## src/rtl/tt_pkg.sv

```systemverilog
package tt_pkg;

	localparam int CHANNELS_DEF = 8;
	localparam logic [15:0] RATE_RESET = 16'd100;
	localparam logic [15:0] MS_PER_S = 16'd1000;
	localparam logic [31:0] MS_ROUND = 32'd999;
	// ceil(2^41 / 1000): exact division by 1000 for any 32-bit dividend
	localparam logic [31:0] MS_RECIP = 32'd2199023256;
	localparam int MS_RECIP_SHIFT = 41;

	localparam logic [1:0] FUNC_TICK = 2'd0;
	localparam logic [1:0] FUNC_REG = 2'd1;
	localparam logic [1:0] FUNC_SLEEP = 2'd2;

	localparam logic [2:0] EV_NONE = 3'd0;
	localparam logic [2:0] EV_WOKEN = 3'd1;
	localparam logic [2:0] EV_FIRED = 3'd2;
	localparam logic [2:0] EV_REGISTERED = 3'd3;
	localparam logic [2:0] EV_FULL = 3'd4;

	typedef struct packed {
		logic [1:0] func;
		logic [23:0] period_q8;
		logic [15:0] sleep_ms;
	} in_item_t;

	typedef struct packed {
		logic [2:0] event_res;
		logic [2:0] channel;
		logic [31:0] deadline;
		logic already_due;
		logic [31:0] tick_now;
		logic [31:0] uptime_seconds;
		logic last;
	} out_item_t;

	typedef struct packed {
		logic valid;
		in_item_t item;
	} queue_head_t;

	typedef struct packed {
		logic start;
		logic [31:0] dividend;
		logic [15:0] divisor;
	} div_req_t;

	typedef struct packed {
		logic done;
		logic [31:0] quotient;
	} div_rsp_t;

	typedef enum logic [3:0] {
		S_IDLE,
		S_PREP,
		S_SMUL,
		S_SDIV,
		S_USTART,
		S_UDIV,
		S_WAKE,
		S_CRD,
		S_CCHK,
		S_CFIRE,
		S_CNEXT,
		S_RSCAN,
		S_RWR,
		S_SLEEP,
		S_EMIT,
		S_FIN
	} back_state_t;

endpackage

```

## src/rtl/tt_front.sv

```systemverilog
module tt_front import tt_pkg::*; (
	input logic clk,
	input logic arst_n,
	input logic in_valid,
	output logic in_stall,
	input in_item_t in_data,
	output queue_head_t head,
	input logic pop
);

	// two-entry item queue between the input channel and the sequencer
	in_item_t slot_q [2];
	logic wr_ptr_q;
	logic rd_ptr_q;
	logic [1:0] count_q;
	logic push;
	logic do_pop;

	assign in_stall = (count_q == 2'd2);
	assign push = in_valid && !in_stall;
	assign do_pop = pop && (count_q != 2'd0);
	assign head.valid = (count_q != 2'd0);
	assign head.item = slot_q[rd_ptr_q];

	always_ff @(posedge clk) begin
		if (push) begin
			slot_q[wr_ptr_q] <= in_data;
		end
	end

	always_ff @(posedge clk or negedge arst_n) begin
		if (!arst_n) begin
			wr_ptr_q <= 1'b0;
			rd_ptr_q <= 1'b0;
			count_q <= 2'd0;
		end else begin
			if (push) begin
				wr_ptr_q <= !wr_ptr_q;
			end
			if (do_pop) begin
				rd_ptr_q <= !rd_ptr_q;
			end
			case ({push, do_pop})
				2'b10: count_q <= count_q + 2'd1;
				2'b01: count_q <= count_q - 2'd1;
				default: count_q <= count_q;
			endcase
		end
	end

endmodule

```

## src/rtl/tt_div.sv

```systemverilog
module tt_div import tt_pkg::*; (
	input logic clk,
	input logic arst_n,
	input div_req_t req,
	output div_rsp_t rsp
);

	// restoring divider, one quotient bit a cycle
	logic [15:0] rem_q;
	logic [31:0] quo_q;
	logic [15:0] div_q;
	logic [4:0] cnt_q;
	logic busy_q;
	logic done_q;
	logic [16:0] trial;
	logic fits;

	assign trial = {rem_q, quo_q[31]};
	assign fits = (trial >= {1'b0, div_q});
	assign rsp.done = done_q;
	assign rsp.quotient = quo_q;

	always_ff @(posedge clk) begin
		if (req.start) begin
			rem_q <= 16'd0;
			quo_q <= req.dividend;
			div_q <= req.divisor;
		end else if (busy_q) begin
			rem_q <= fits ? 16'(trial - {1'b0, div_q}) : trial[15:0];
			quo_q <= {quo_q[30:0], fits};
		end
	end

	always_ff @(posedge clk or negedge arst_n) begin
		if (!arst_n) begin
			cnt_q <= 5'd0;
			busy_q <= 1'b0;
			done_q <= 1'b0;
		end else begin
			done_q <= 1'b0;
			if (req.start) begin
				busy_q <= 1'b1;
				cnt_q <= 5'd0;
			end else if (busy_q) begin
				cnt_q <= cnt_q + 5'd1;
				if (cnt_q == 5'd31) begin
					busy_q <= 1'b0;
					done_q <= 1'b1;
				end
			end
		end
	end

endmodule

```

## src/rtl/tt_back.sv

```systemverilog
module tt_back import tt_pkg::*; #(
	parameter int CHANNELS = CHANNELS_DEF
) (
	input logic clk,
	input logic arst_n,
	input logic cfg_we,
	input logic [15:0] cfg_data,
	input queue_head_t head,
	output logic pop,
	output logic out_valid,
	input logic out_stall,
	output out_item_t out_data
);

	localparam int IW = (CHANNELS > 1) ? $clog2(CHANNELS) : 1;
	localparam logic [IW-1:0] LAST_IDX = IW'(CHANNELS - 1);

	back_state_t state_q, state_d;
	back_state_t ret_q;

	logic [15:0] rate_q;
	logic [31:0] tc_q;
	logic [31:0] earliest_q;
	logic [31:0] upt_q;
	logic [31:0] end_q;
	logic [31:0] msr_q;
	logic [63:0] recip_q;
	logic [39:0] prod_q;
	logic [IW-1:0] idx_q;
	logic [CHANNELS-1:0] valid_q;
	in_item_t item_q;
	out_item_t res_q;
	out_item_t pend_q;
	logic pend_valid_q;
	out_item_t out_q;
	logic out_valid_q;

	logic [31:0] dl_mem [CHANNELS];
	logic [23:0] per_mem [CHANNELS];
	logic [31:0] dl_rd_q;
	logic [23:0] per_rd_q;

	div_req_t dreq;
	div_rsp_t drsp;
	logic out_free;
	logic out_load;
	out_item_t out_next;
	logic [31:0] new_dl;
	logic hit;

	tt_div u_div (
		.clk (clk),
		.arst_n (arst_n),
		.req (dreq),
		.rsp (drsp)
	);

	assign out_free = !out_valid_q || !out_stall;
	assign out_valid = out_valid_q;
	assign out_data = out_q;
	assign new_dl = tc_q + prod_q[39:8];
	assign hit = valid_q[idx_q] && (tc_q >= dl_rd_q);

	always_ff @(posedge clk) begin
		if ((state_q == S_CFIRE) || (state_q == S_RWR)) begin
			dl_mem[idx_q] <= new_dl;
		end
		if (state_q == S_RWR) begin
			per_mem[idx_q] <= item_q.period_q8;
		end
		dl_rd_q <= dl_mem[idx_q];
		per_rd_q <= per_mem[idx_q];
	end

	always_comb begin
		state_d = state_q;
		pop = 1'b0;
		dreq.start = 1'b0;
		dreq.dividend = tc_q;
		dreq.divisor = rate_q;
		out_load = 1'b0;
		out_next = pend_q;
		case (state_q)
			S_IDLE: begin
				if (head.valid) begin
					pop = 1'b1;
					state_d = S_PREP;
				end
			end
			S_PREP: begin
				if (item_q.func == FUNC_SLEEP) begin
					state_d = S_SMUL;
				end else begin
					state_d = S_USTART;
				end
			end
			S_SMUL: state_d = S_SDIV;
			S_SDIV: state_d = S_USTART;
			S_USTART: begin
				dreq.start = 1'b1;
				state_d = S_UDIV;
			end
			S_UDIV: begin
				if (drsp.done) begin
					case (item_q.func)
						FUNC_TICK: state_d = S_WAKE;
						FUNC_REG: state_d = S_RSCAN;
						FUNC_SLEEP: state_d = S_SLEEP;
						default: state_d = S_FIN;
					endcase
				end
			end
			S_WAKE: state_d = (tc_q >= earliest_q) ? S_EMIT : S_CRD;
			S_CRD: state_d = S_CCHK;
			S_CCHK: state_d = hit ? S_CFIRE : S_CNEXT;
			S_CFIRE: state_d = S_EMIT;
			S_CNEXT: state_d = (idx_q == LAST_IDX) ? S_FIN : S_CRD;
			S_RSCAN: begin
				if (!valid_q[idx_q]) begin
					state_d = S_RWR;
				end else if (idx_q == LAST_IDX) begin
					state_d = S_EMIT;
				end
			end
			S_RWR: state_d = S_EMIT;
			S_SLEEP: state_d = S_EMIT;
			S_EMIT: begin
				if (!pend_valid_q) begin
					state_d = ret_q;
				end else if (out_free) begin
					out_load = 1'b1;
					state_d = ret_q;
				end
			end
			S_FIN: begin
				if (out_free) begin
					out_load = 1'b1;
					if (!pend_valid_q) begin
						out_next = res_q;
						out_next.event_res = EV_NONE;
						out_next.channel = 3'd0;
						out_next.deadline = 32'd0;
						out_next.already_due = 1'b0;
						out_next.tick_now = tc_q;
						out_next.uptime_seconds = upt_q;
					end
					out_next.last = 1'b1;
					state_d = S_IDLE;
				end
			end
			default: state_d = S_IDLE;
		endcase
	end

	always_ff @(posedge clk or negedge arst_n) begin
		if (!arst_n) begin
			state_q <= S_IDLE;
		end else begin
			state_q <= state_d;
		end
	end

	always_ff @(posedge clk) begin
		if (out_load) begin
			out_q <= out_next;
		end
		if ((state_q == S_EMIT) && (!pend_valid_q || out_free)) begin
			pend_q <= res_q;
		end
		if (pop) begin
			item_q <= head.item;
		end
		// sleep length: rounded-up product, then divide by 1000 via reciprocal
		if (state_q == S_PREP) begin
			msr_q <= 32'(item_q.sleep_ms) * 32'(rate_q) + MS_ROUND;
		end
		if (state_q == S_SMUL) begin
			recip_q <= 64'(msr_q) * 64'(MS_RECIP);
		end
		if (state_q == S_SDIV) begin
			end_q <= tc_q + 32'(recip_q[63:MS_RECIP_SHIFT]);
		end
		if ((state_q == S_UDIV) && drsp.done) begin
			upt_q <= (rate_q == 16'd0) ? 32'd0 : drsp.quotient;
		end
		if ((state_q == S_CCHK) && hit) begin
			prod_q <= 40'(per_rd_q) * 40'(rate_q);
		end
		if ((state_q == S_RSCAN) && !valid_q[idx_q]) begin
			prod_q <= 40'(item_q.period_q8) * 40'(rate_q);
		end
		// result skeleton, fields filled per case
		res_q.tick_now <= tc_q;
		res_q.uptime_seconds <= upt_q;
		res_q.last <= 1'b0;
		case (state_q)
			S_WAKE: begin
				res_q.event_res <= EV_WOKEN;
				res_q.channel <= 3'd0;
				res_q.deadline <= 32'd0;
				res_q.already_due <= 1'b0;
				ret_q <= S_CRD;
			end
			S_CFIRE: begin
				res_q.event_res <= EV_FIRED;
				res_q.channel <= 3'(idx_q);
				res_q.deadline <= new_dl;
				res_q.already_due <= 1'b0;
				ret_q <= S_CNEXT;
			end
			S_RSCAN: begin
				res_q.event_res <= EV_FULL;
				res_q.channel <= 3'd0;
				res_q.deadline <= 32'd0;
				res_q.already_due <= 1'b0;
				ret_q <= S_FIN;
			end
			S_RWR: begin
				res_q.event_res <= EV_REGISTERED;
				res_q.channel <= 3'(idx_q);
				res_q.deadline <= new_dl;
				res_q.already_due <= 1'b0;
				ret_q <= S_FIN;
			end
			S_SLEEP: begin
				res_q.event_res <= EV_NONE;
				res_q.channel <= 3'd0;
				res_q.deadline <= end_q;
				res_q.already_due <= (tc_q >= end_q);
				ret_q <= S_FIN;
			end
			default: begin
			end
		endcase
	end

	always_ff @(posedge clk or negedge arst_n) begin
		if (!arst_n) begin
			rate_q <= RATE_RESET;
			tc_q <= 32'd0;
			earliest_q <= '1;
			valid_q <= '0;
			idx_q <= '0;
			pend_valid_q <= 1'b0;
			out_valid_q <= 1'b0;
		end else begin
			if (cfg_we) begin
				rate_q <= cfg_data;
			end
			if (pop && (head.item.func == FUNC_TICK)) begin
				tc_q <= tc_q + 32'd1;
			end
			if (out_load) begin
				out_valid_q <= 1'b1;
			end else if (!out_stall) begin
				out_valid_q <= 1'b0;
			end
			case (state_q)
				S_UDIV: idx_q <= '0;
				S_WAKE: begin
					if (tc_q >= earliest_q) begin
						earliest_q <= '1;
					end
				end
				S_CNEXT: begin
					if (idx_q != LAST_IDX) begin
						idx_q <= idx_q + IW'(1);
					end
				end
				S_RSCAN: begin
					if (valid_q[idx_q] && (idx_q != LAST_IDX)) begin
						idx_q <= idx_q + IW'(1);
					end
				end
				S_RWR: valid_q[idx_q] <= 1'b1;
				S_SLEEP: begin
					if (!(tc_q >= end_q) && (end_q < earliest_q)) begin
						earliest_q <= end_q;
					end
				end
				S_EMIT: begin
					if (!pend_valid_q || out_free) begin
						pend_valid_q <= 1'b1;
					end
				end
				S_FIN: begin
					if (out_free) begin
						pend_valid_q <= 1'b0;
					end
				end
				default: begin
				end
			endcase
		end
	end

endmodule

```

## src/rtl/tick_timer_with_periodic_channels.sv

```systemverilog
// a register item walks the channels up to the first free one, a tick item walks every
// channel and emits one result per firing channel and one for a wake
// every result but the last waits in the back end for the next one
// throughput: one item at a time; the next item is taken only once the last result is loaded
// into the output register, and the serial uptime divider and the channel walk set the pace
// reset: arst_n clears tick count and channel valid bits, sets the wake deadline to all ones and rate to 100
module tick_timer_with_periodic_channels import tt_pkg::*; #(
	parameter int CHANNELS = CHANNELS_DEF
) (
	input logic clk,
	input logic arst_n,
	input logic in_valid,
	output logic in_stall,
	input in_item_t in_data,
	output logic out_valid,
	input logic out_stall,
	output out_item_t out_data,
	input logic cfg_we,
	input logic [15:0] cfg_data
);

	queue_head_t head;
	logic pop;

	tt_front u_front (
		.clk (clk),
		.arst_n (arst_n),
		.in_valid (in_valid),
		.in_stall (in_stall),
		.in_data (in_data),
		.head (head),
		.pop (pop)
	);

	tt_back #(
		.CHANNELS (CHANNELS)
	) u_back (
		.clk (clk),
		.arst_n (arst_n),
		.cfg_we (cfg_we),
		.cfg_data (cfg_data),
		.head (head),
		.pop (pop),
		.out_valid (out_valid),
		.out_stall (out_stall),
		.out_data (out_data)
	);

endmodule

```

## config.mk

```make
export PLATFORM = sky130hd
export DESIGN_NAME = tick_timer_with_periodic_channels
export DESIGN_NICKNAME = d
export VERILOG_FILES = /design/src/rtl/tt_pkg.sv /design/src/rtl/tt_front.sv /design/src/rtl/tt_div.sv /design/src/rtl/tt_back.sv /design/src/rtl/tick_timer_with_periodic_channels.sv
export SDC_FILE = /design/constraint.sdc
export NUM_CORES = 2
export LEC_CHECK = 0
export BUFFER_PORTS_ARGS = -buffer_cell sky130_fd_sc_hd__buf_2
export CAP_MARGIN = 20
export CORE_MARGIN = 3
export CORE_UTILIZATION = 52
export CTS_CLUSTER_DIAMETER = 150
export DETAILED_ROUTE_END_ITERATION = 7
export PLACE_DENSITY = 0.76
export SLEW_MARGIN = 20
export SYNTH_ARGS = -nofsm -noshare
export SYNTH_HDL_FRONTEND = slang
export SYNTH_HIERARCHICAL = 1
export SYNTH_SLANG_ARGS = --single-unit
```

## constraint.sdc

```tcl
create_clock -name clk -period 12.1 [get_ports clk]
set_input_delay 0.605 -clock clk [delete_from_list [all_inputs] [get_ports clk]]
set_output_delay 0.605 -clock clk [all_outputs]
set_load 0.02 [all_outputs]
```

# --- Yosys cells after proc, flatten, opt, wreduce, memory -nomap -nowiden ---
# Memory sizes are Yosys's and may differ from the RTL's. A register that Yosys moved wholly into a read port is not among the register bits.
# Cells that the tools add are included.
totals:
  register_bits: 725
  latch_bits: 0
  ramBits: 532
  mem_bits_ro: 0
  out_inout_bits: 106
  elab_cells: 203
  memories: 3
op_classes:
  n_addsub: 9
  mul: 4
  div_mod_pow: 0
  n_lt_le_gt_ge: 7
  eq_ne: 34
  n_shift: 0
  n_mux: 59
  n_bitwise: 1
  n_reduce_logical: 41
mem_list:
  columns: ["name", "words", "width", "rd", "rd_clocked_by_memory_dff", "wr", "line", "rtl"]
  rows:
  - ["u_back.dl_mem", 8, 32, 1, 1, 1, "tt_back.sv:38", "logic [31:0] dl_mem [CHANNELS];"]
  - ["u_back.per_mem", 8, 24, 1, 1, 1, "tt_back.sv:39", "logic [23:0] per_mem [CHANNELS];"]
  - ["u_front.slot_q", 2, 42, 1, 0, 1, "tt_front.sv:12", "in_item_t slot_q [2];"]
op_table:
  columns: ["cell", "n"]
  rows:
  - ["104-bit two-way mux", 3]
  - ["39-bit case mux with 5 select lines", 1]
  - ["32-bit two-way mux", 4]
  - ["32-bit >= comparator", 3]
  - ["24-bit by 16-bit multiplier with 40-bit output", 2]
  - ["40-bit two-way mux", 2]
  - ["32-bit case mux with 2 select lines", 1]
  - ["32-bit by 29-bit multiplier with 61-bit output, second input constant", 1]
  - ["4-bit case mux with 14 select lines", 1]
  - ["4-bit two-way mux", 9]
  - ["32-bit by 1-bit adder with 32-bit output, second input constant", 1]
  - ["32-bit by 10-bit adder with 32-bit output, second input constant", 1]
  - ["32-bit by 23-bit adder with 32-bit output", 1]
  - ["32-bit adder", 1]
  - ["4-bit == test, second input constant", 8]
  - ["32-bit < comparator", 1]
  - ["16-bit by 16-bit multiplier with 32-bit output", 1]
  - ["4-bit case mux with 3 select lines", 2]
  - ["1-bit two-way mux", 23]
  - ["17-bit by 16-bit >= comparator with 1-bit output", 1]
  - ["4-bit by 3-bit == test with 1-bit output, second input constant", 4]
  - ["16-bit logical NOT", 1]
  - ["16-bit two-way mux", 1]
  - ["16-bit subtractor", 1]
  - ["36 further kinds", 81]

# --- Depth between registers and ports, before layout ---
logic_depth:
  ltp_word: 6
  depth_mapped: 27

# --- By module ---
# The synthesis kept the hierarchy.
modules_own_cells:
  columns: ["module", "n_inst", "cells_per_inst", "area_per_inst_um2", "seq_area_each_um2"]
  rows:
  - ["tt_back", 1, 7881, 89628.5, 31569.0]
  - ["tt_div", 1, 330, 3838.7, 1936.9]
  - ["tt_front", 1, 149, 3250.6, 2622.5]

# --- Least setup slack after synthesis ---
# No wires, ideal clock.
synth_path:
  kind: "reg2reg"
  startpoint: "reg u_back.state_q[3]"
  endpoint: "reg u_back/pend_q[100] (netlist name) (enable)"
  t_arrival_ps: 8386
  required_ps: 11382
  path_slack_ps: 2996
  path_stages_with_launch: 4
  path_buffers: 1
  cell_sequence: "dfrtp_1 > clkbuf_1 > nand3_1 > a211oi_1"
synth_between:
  elab_chain_len: 2
synth_rtl:
  columns: ["element", "line", "rtl"]
  rows:
  - ["from (decl)", "tt_back.sv:18", "back_state_t state_q, state_d;"]
  - ["from (signal assigned)", "tt_back.sv:159", "state_q <= state_d;"]
  - ["4-bit == test", "tt_back.sv:167", "if ((state_q == S_EMIT) && (!pend_valid_q || out_free)) begin"]
  - ["1-bit logical AND", "tt_back.sv:167", null]
  - ["to (signal assigned)", "tt_back.sv:168", "pend_q <= res_q;"]
  - ["to (decl)", "tt_back.sv:33", "out_item_t pend_q;"]
# Every way passes these cells.
# A chain may end at the register's enable or synchronous reset.

# --- Worst setup path in the final report ---
layout_path:
  startpoint: "reg u_back.rate_q[6]"
  endpoint: "reg u_back.prod_q[34] (data pin)"
layout_between:
  elab_chain_len: 3
layout_rtl:
  columns: ["element", "line", "rtl"]
  rows:
  - ["from (decl)", "tt_back.sv:21", "logic [15:0] rate_q;"]
  - ["from (signal assigned)", "tt_back.sv:248", "rate_q <= cfg_data;"]
  - ["24-bit by 16-bit multiplier with 40-bit output", "tt_back.sv:187", "prod_q <= 40'(per_rd_q) * 40'(rate_q);"]
  - ["40-bit two-way mux", "tt_back.sv:186", "if ((state_q == S_CCHK) && hit) begin"]
  - ["40-bit two-way mux (*)", "tt_back.sv:189", "if ((state_q == S_RSCAN) && !valid_q[idx_q]) begin"]
  - ["to (signal assigned)", "tt_back.sv:187", null]
  - ["to (signal assigned)", "tt_back.sv:190", "prod_q <= 40'(item_q.period_q8) * 40'(rate_q);"]
  - ["to (decl)", "tt_back.sv:28", "logic [39:0] prod_q;"]
# Every way passes the cells marked *; elsewhere a longest branch is shown, timed or not. The select of a mux whose other input is x is not followed.

==> impl_metrics.yaml <==
floorplanning:
  fp.dieArea_um2: 191000
  start_util_pct: 52.5
  chipWidth_um: 437
  rows: 157
  core-area_um2: 184000
  io_pins: 169
  die_h_um: 437
synthesis:
  synth-compound-area-share_pct: 6.99
  synth.distinct_cells: 102
  synth_top_cell_by_area: "edfxtp_1"
  yosys_warnings: 6
  ys.flop_type: "edfxtp_1"
  synth_top_family_by_area: "adder cells"
  syn_inst: 8360
  syn_area_per_cell_um2: 11.6
  synthArstFlopShare_pct: 8.54
  synth_edf_count: 1021
  synthSimpleGateAreaFrac_pct: 9.39
  synth_area_leaders: "edfxtp_1 (32%), fa_1 (23%), ha_1 (12%), inv_1 (6.3%), and2_1 (3.1%)"
  synth_top_area_share_pct: 31.7
  synthesis.nets: 10500
  synth_xor_area_share_pct: 1.85
  muxShareOfSynthArea_pct: 1.98
  synth-seq-area-share_pct: 37.4
  synth_area_um2: 96700
  synth-seq-cells: 1265
  synthAdderAreaFrac_pct: 34.9
worst_setup_path:
  r2r_slack_ns: 3.93
  ff2ff_path_depth: 24
  reg2reg_to: "u_back/prod_q[34]"
  critPathKind: "reg2reg"
  required_ns: 12.59
  end_kind: "register"
  crit_arrival_ns: 8.66
  cp_max_fo: 42
  critPathLaunchType: "register"
  worstReg2RegStart: "u_back/rate_q[6]"
timing:
  post-route-min-period_ns: 8.17
  slew_violations: 0
  final.period_utilization_pct: 67.5
  setup_slack_ns: 3.93
  tns_ns: 0
  slew_headroom_pct: 22.9
  grt_setup_unrepaired: "false"
  max_freq_ghz: 0.122
  worst_slew_pin_slew_ns: 1.16
  hold_viol_final: 0
  setup_viol: 0
  skew_ns: 0.0555
layout:
  final_cells: 11100
  drive_above_1_share_pct: 9.18
  nets: 10600
  layout_commonest_cell: "inv_1"
  area_growth_pct: 9.05
  fillers: 14700
  final_cell_mix: "inv_1 (1,617), fa_1 (1,112), edfxtp_1 (1,021)"
hold_path:
  min-delay-start: "in_data[22]"
  min_delay_path_depth: 1
  min_path_type: "in2reg"
  hold_end: "u_front/slot_q[0][22]"
job:
  cap_violations: 0
detailed_routing:
  drt_iter0_drc: 5595
  ant_nets: 0
  post_drt_wl_per_cell_um: 22.5
  drtPass1Iterations: 6
  vias: 63100
  wirelength_um: 250000
  drc_errors: 0
  vias_per_cell: 5.69
placement:
  dp_cells: 10800
  dp_hpwl_um: 179000
  dp_worst_setup_slack_ns: 4.10
  gp_congestion: 0.927
  port_buffers: 168
global_route:
  grt_pass1_vias: 67600
  antenna_found_initial: 7
  grt_max_degree: 81
  grt_pass1_wl_um: 390000
  grt_use_total_pct: 26.5
  grt_overflow: 0
clock_network:
  cts_root_buf: "clkbuf_16"
  cts_tree: "done"
  cts_setup_buffers: 0
  clockBufferDepth: 3
  clkSinkCount: 1265
  clkTransAtPathRegs_ns: 0.07
  cts-buffers-inserted: 135
  htree_levels: 4
  insertion_delay_ns: 0.82
outcome:
  status: "finished, final reports clean"
metrics by stage:
stage / utilization [%] / instance area, um2 / hold slack, ns
3_5_place_dp: 54.6 / 100000 / 0.352
2_1_floorplan: - / 96700 / 0.309
6_report: 57.3 / 105000 / 0.0470
5_1_grt: 57.3 / 105000 / 0.0210
4_1_cts: 57.2 / 105000 / 0.00329
3_3_place_gp: 54.6 / 100000 / 0.358
routing by layer:
metal	up-vias	wire (um)	global-route usage (%)
met4	2	10900	10.9
met2	3057	115000	42.4
met1	31600	99500	35.2
met5	-	15	0
li1	27800	-	-
met3	620	24400	5.84
kinds of logic (layout without fill, tap and decap cells):
kind of cell    after synthesis  count (layout)
fa+ha+maj                  2028            2028
buf+inv                    1915            2186
simple gates               1819            1819
flops                      1265            1265
compound gates              957             957
xor+xnor                    204             204
mux                         172             172
other cells                   0               5
state kept, by name, indices dropped and copies added (netlist names), 23 cells and up:
name and cells:
u_back/dl_mem 256, u_back/dl_rd_q 32, u_back/earliest_q 32, u_back/end_q 32, u_back/item_q 42, u_back/msr_q 32, u_back/out_data 104, u_back/pend_q 103
u_back/per_mem 192, u_back/per_rd_q 24, u_back/prod_q 32, u_back/recip_q 23, u_back/res_q 103, u_back/tc_q 32, u_back/u_div/quo_q 32, u_back/upt_q 32
u_front/slot_q 84
final cells by class:
class / count / area, um2 / share of cell area [%]
Antenna cell: 5 / 12.5 / 0.0119
Clock buffer: 178 / 3730 / 3.54
Clock inverter: 68 / 787 / 0.746
Inverter: 1618 / 6070 / 5.76
Multi-Input combinational cell: 5180 / 53500 / 50.7
Sequential cell: 1265 / 36100 / 34.3
Tap cell: 2464 / 3080 / 2.92
Timing Repair Buffer: 322 / 2150 / 2.04
worst max-delay path, cell delays in order (launching register included):
cell	delay [ns]
dfstp_2	0.91
buf_4	0.66
and2_1	0.24
fa_1	0.42
inv_1	0.08
fa_1	0.45
fa_1	0.53
inv_1	0.06
fa_1	0.49
fa_1	0.50
inv_1	0.05
fa_1	0.47
inv_1	0.04
ha_1	0.31
and4_1	0.22
a21oi_1	0.14
o21ai_0	0.10
a31oi_1	0.39
nand4b_1	0.23
a21oi_1	0.11
o21ai_1	0.58
nand2b_1	0.24
a221oi_1	0.35
xor2_1	0.18
mux2i_1	0.08
synthesized netlist by cell type (14+ instances only):
cell and count:
inv_1 1617, fa_1 1112, edfxtp_1 1021, ha_1 916, nand2_1 732, and2_1 482, clkbuf_1 255, a22oi_1 226
a21oi_1 187, nor2_1 168, mux2_2 152, xnor2_1 140, dfxtp_1 136, a21o_1 132, o21ai_0 105, nand4_1 99
dfrtp_1 73, nor2b_1 69, nor3_1 66, xor2_1 64, nand3_1 56, a22o_1 38, and3_1 36, dfstp_2 35
nand2b_1 34, o21a_1 28, o21bai_1 25, a211oi_1 24, a31oi_1 22, buf_1 19, o22a_1 19, mux2i_1 17
or2_2 15, buf_6 14, o21ai_1 14
how the worst max path moves through the flow:
stage                               to  cells past startpoint         startpoint  slack [ns]
finish               u_back/prod_q[34]                     24   u_back/rate_q[6]        3.93
floorplan           u_back/pend_q[100]                      3  u_back/state_q[3]        3.00
detailed placement   u_back/prod_q[34]                     24   u_back/rate_q[6]        4.10
global placement     u_back/prod_q[34]                     25   u_back/rate_q[2]        4.17
global route         u_back/prod_q[36]                     25   u_back/rate_q[2]        3.47
CTS                  u_back/prod_q[34]                     23   u_back/rate_q[2]        4.10
timing repair:
item                       in CTS  in global routing
gates resized for setup         0                  0
hold buffers                   42                  0
setup endpoints to repair       0                  0
hold endpoints to repair      129                  0
Power is left out: the tool's default activity adds up to more than one toggle a clock period on the data nets, which glitch-free logic cannot reach.
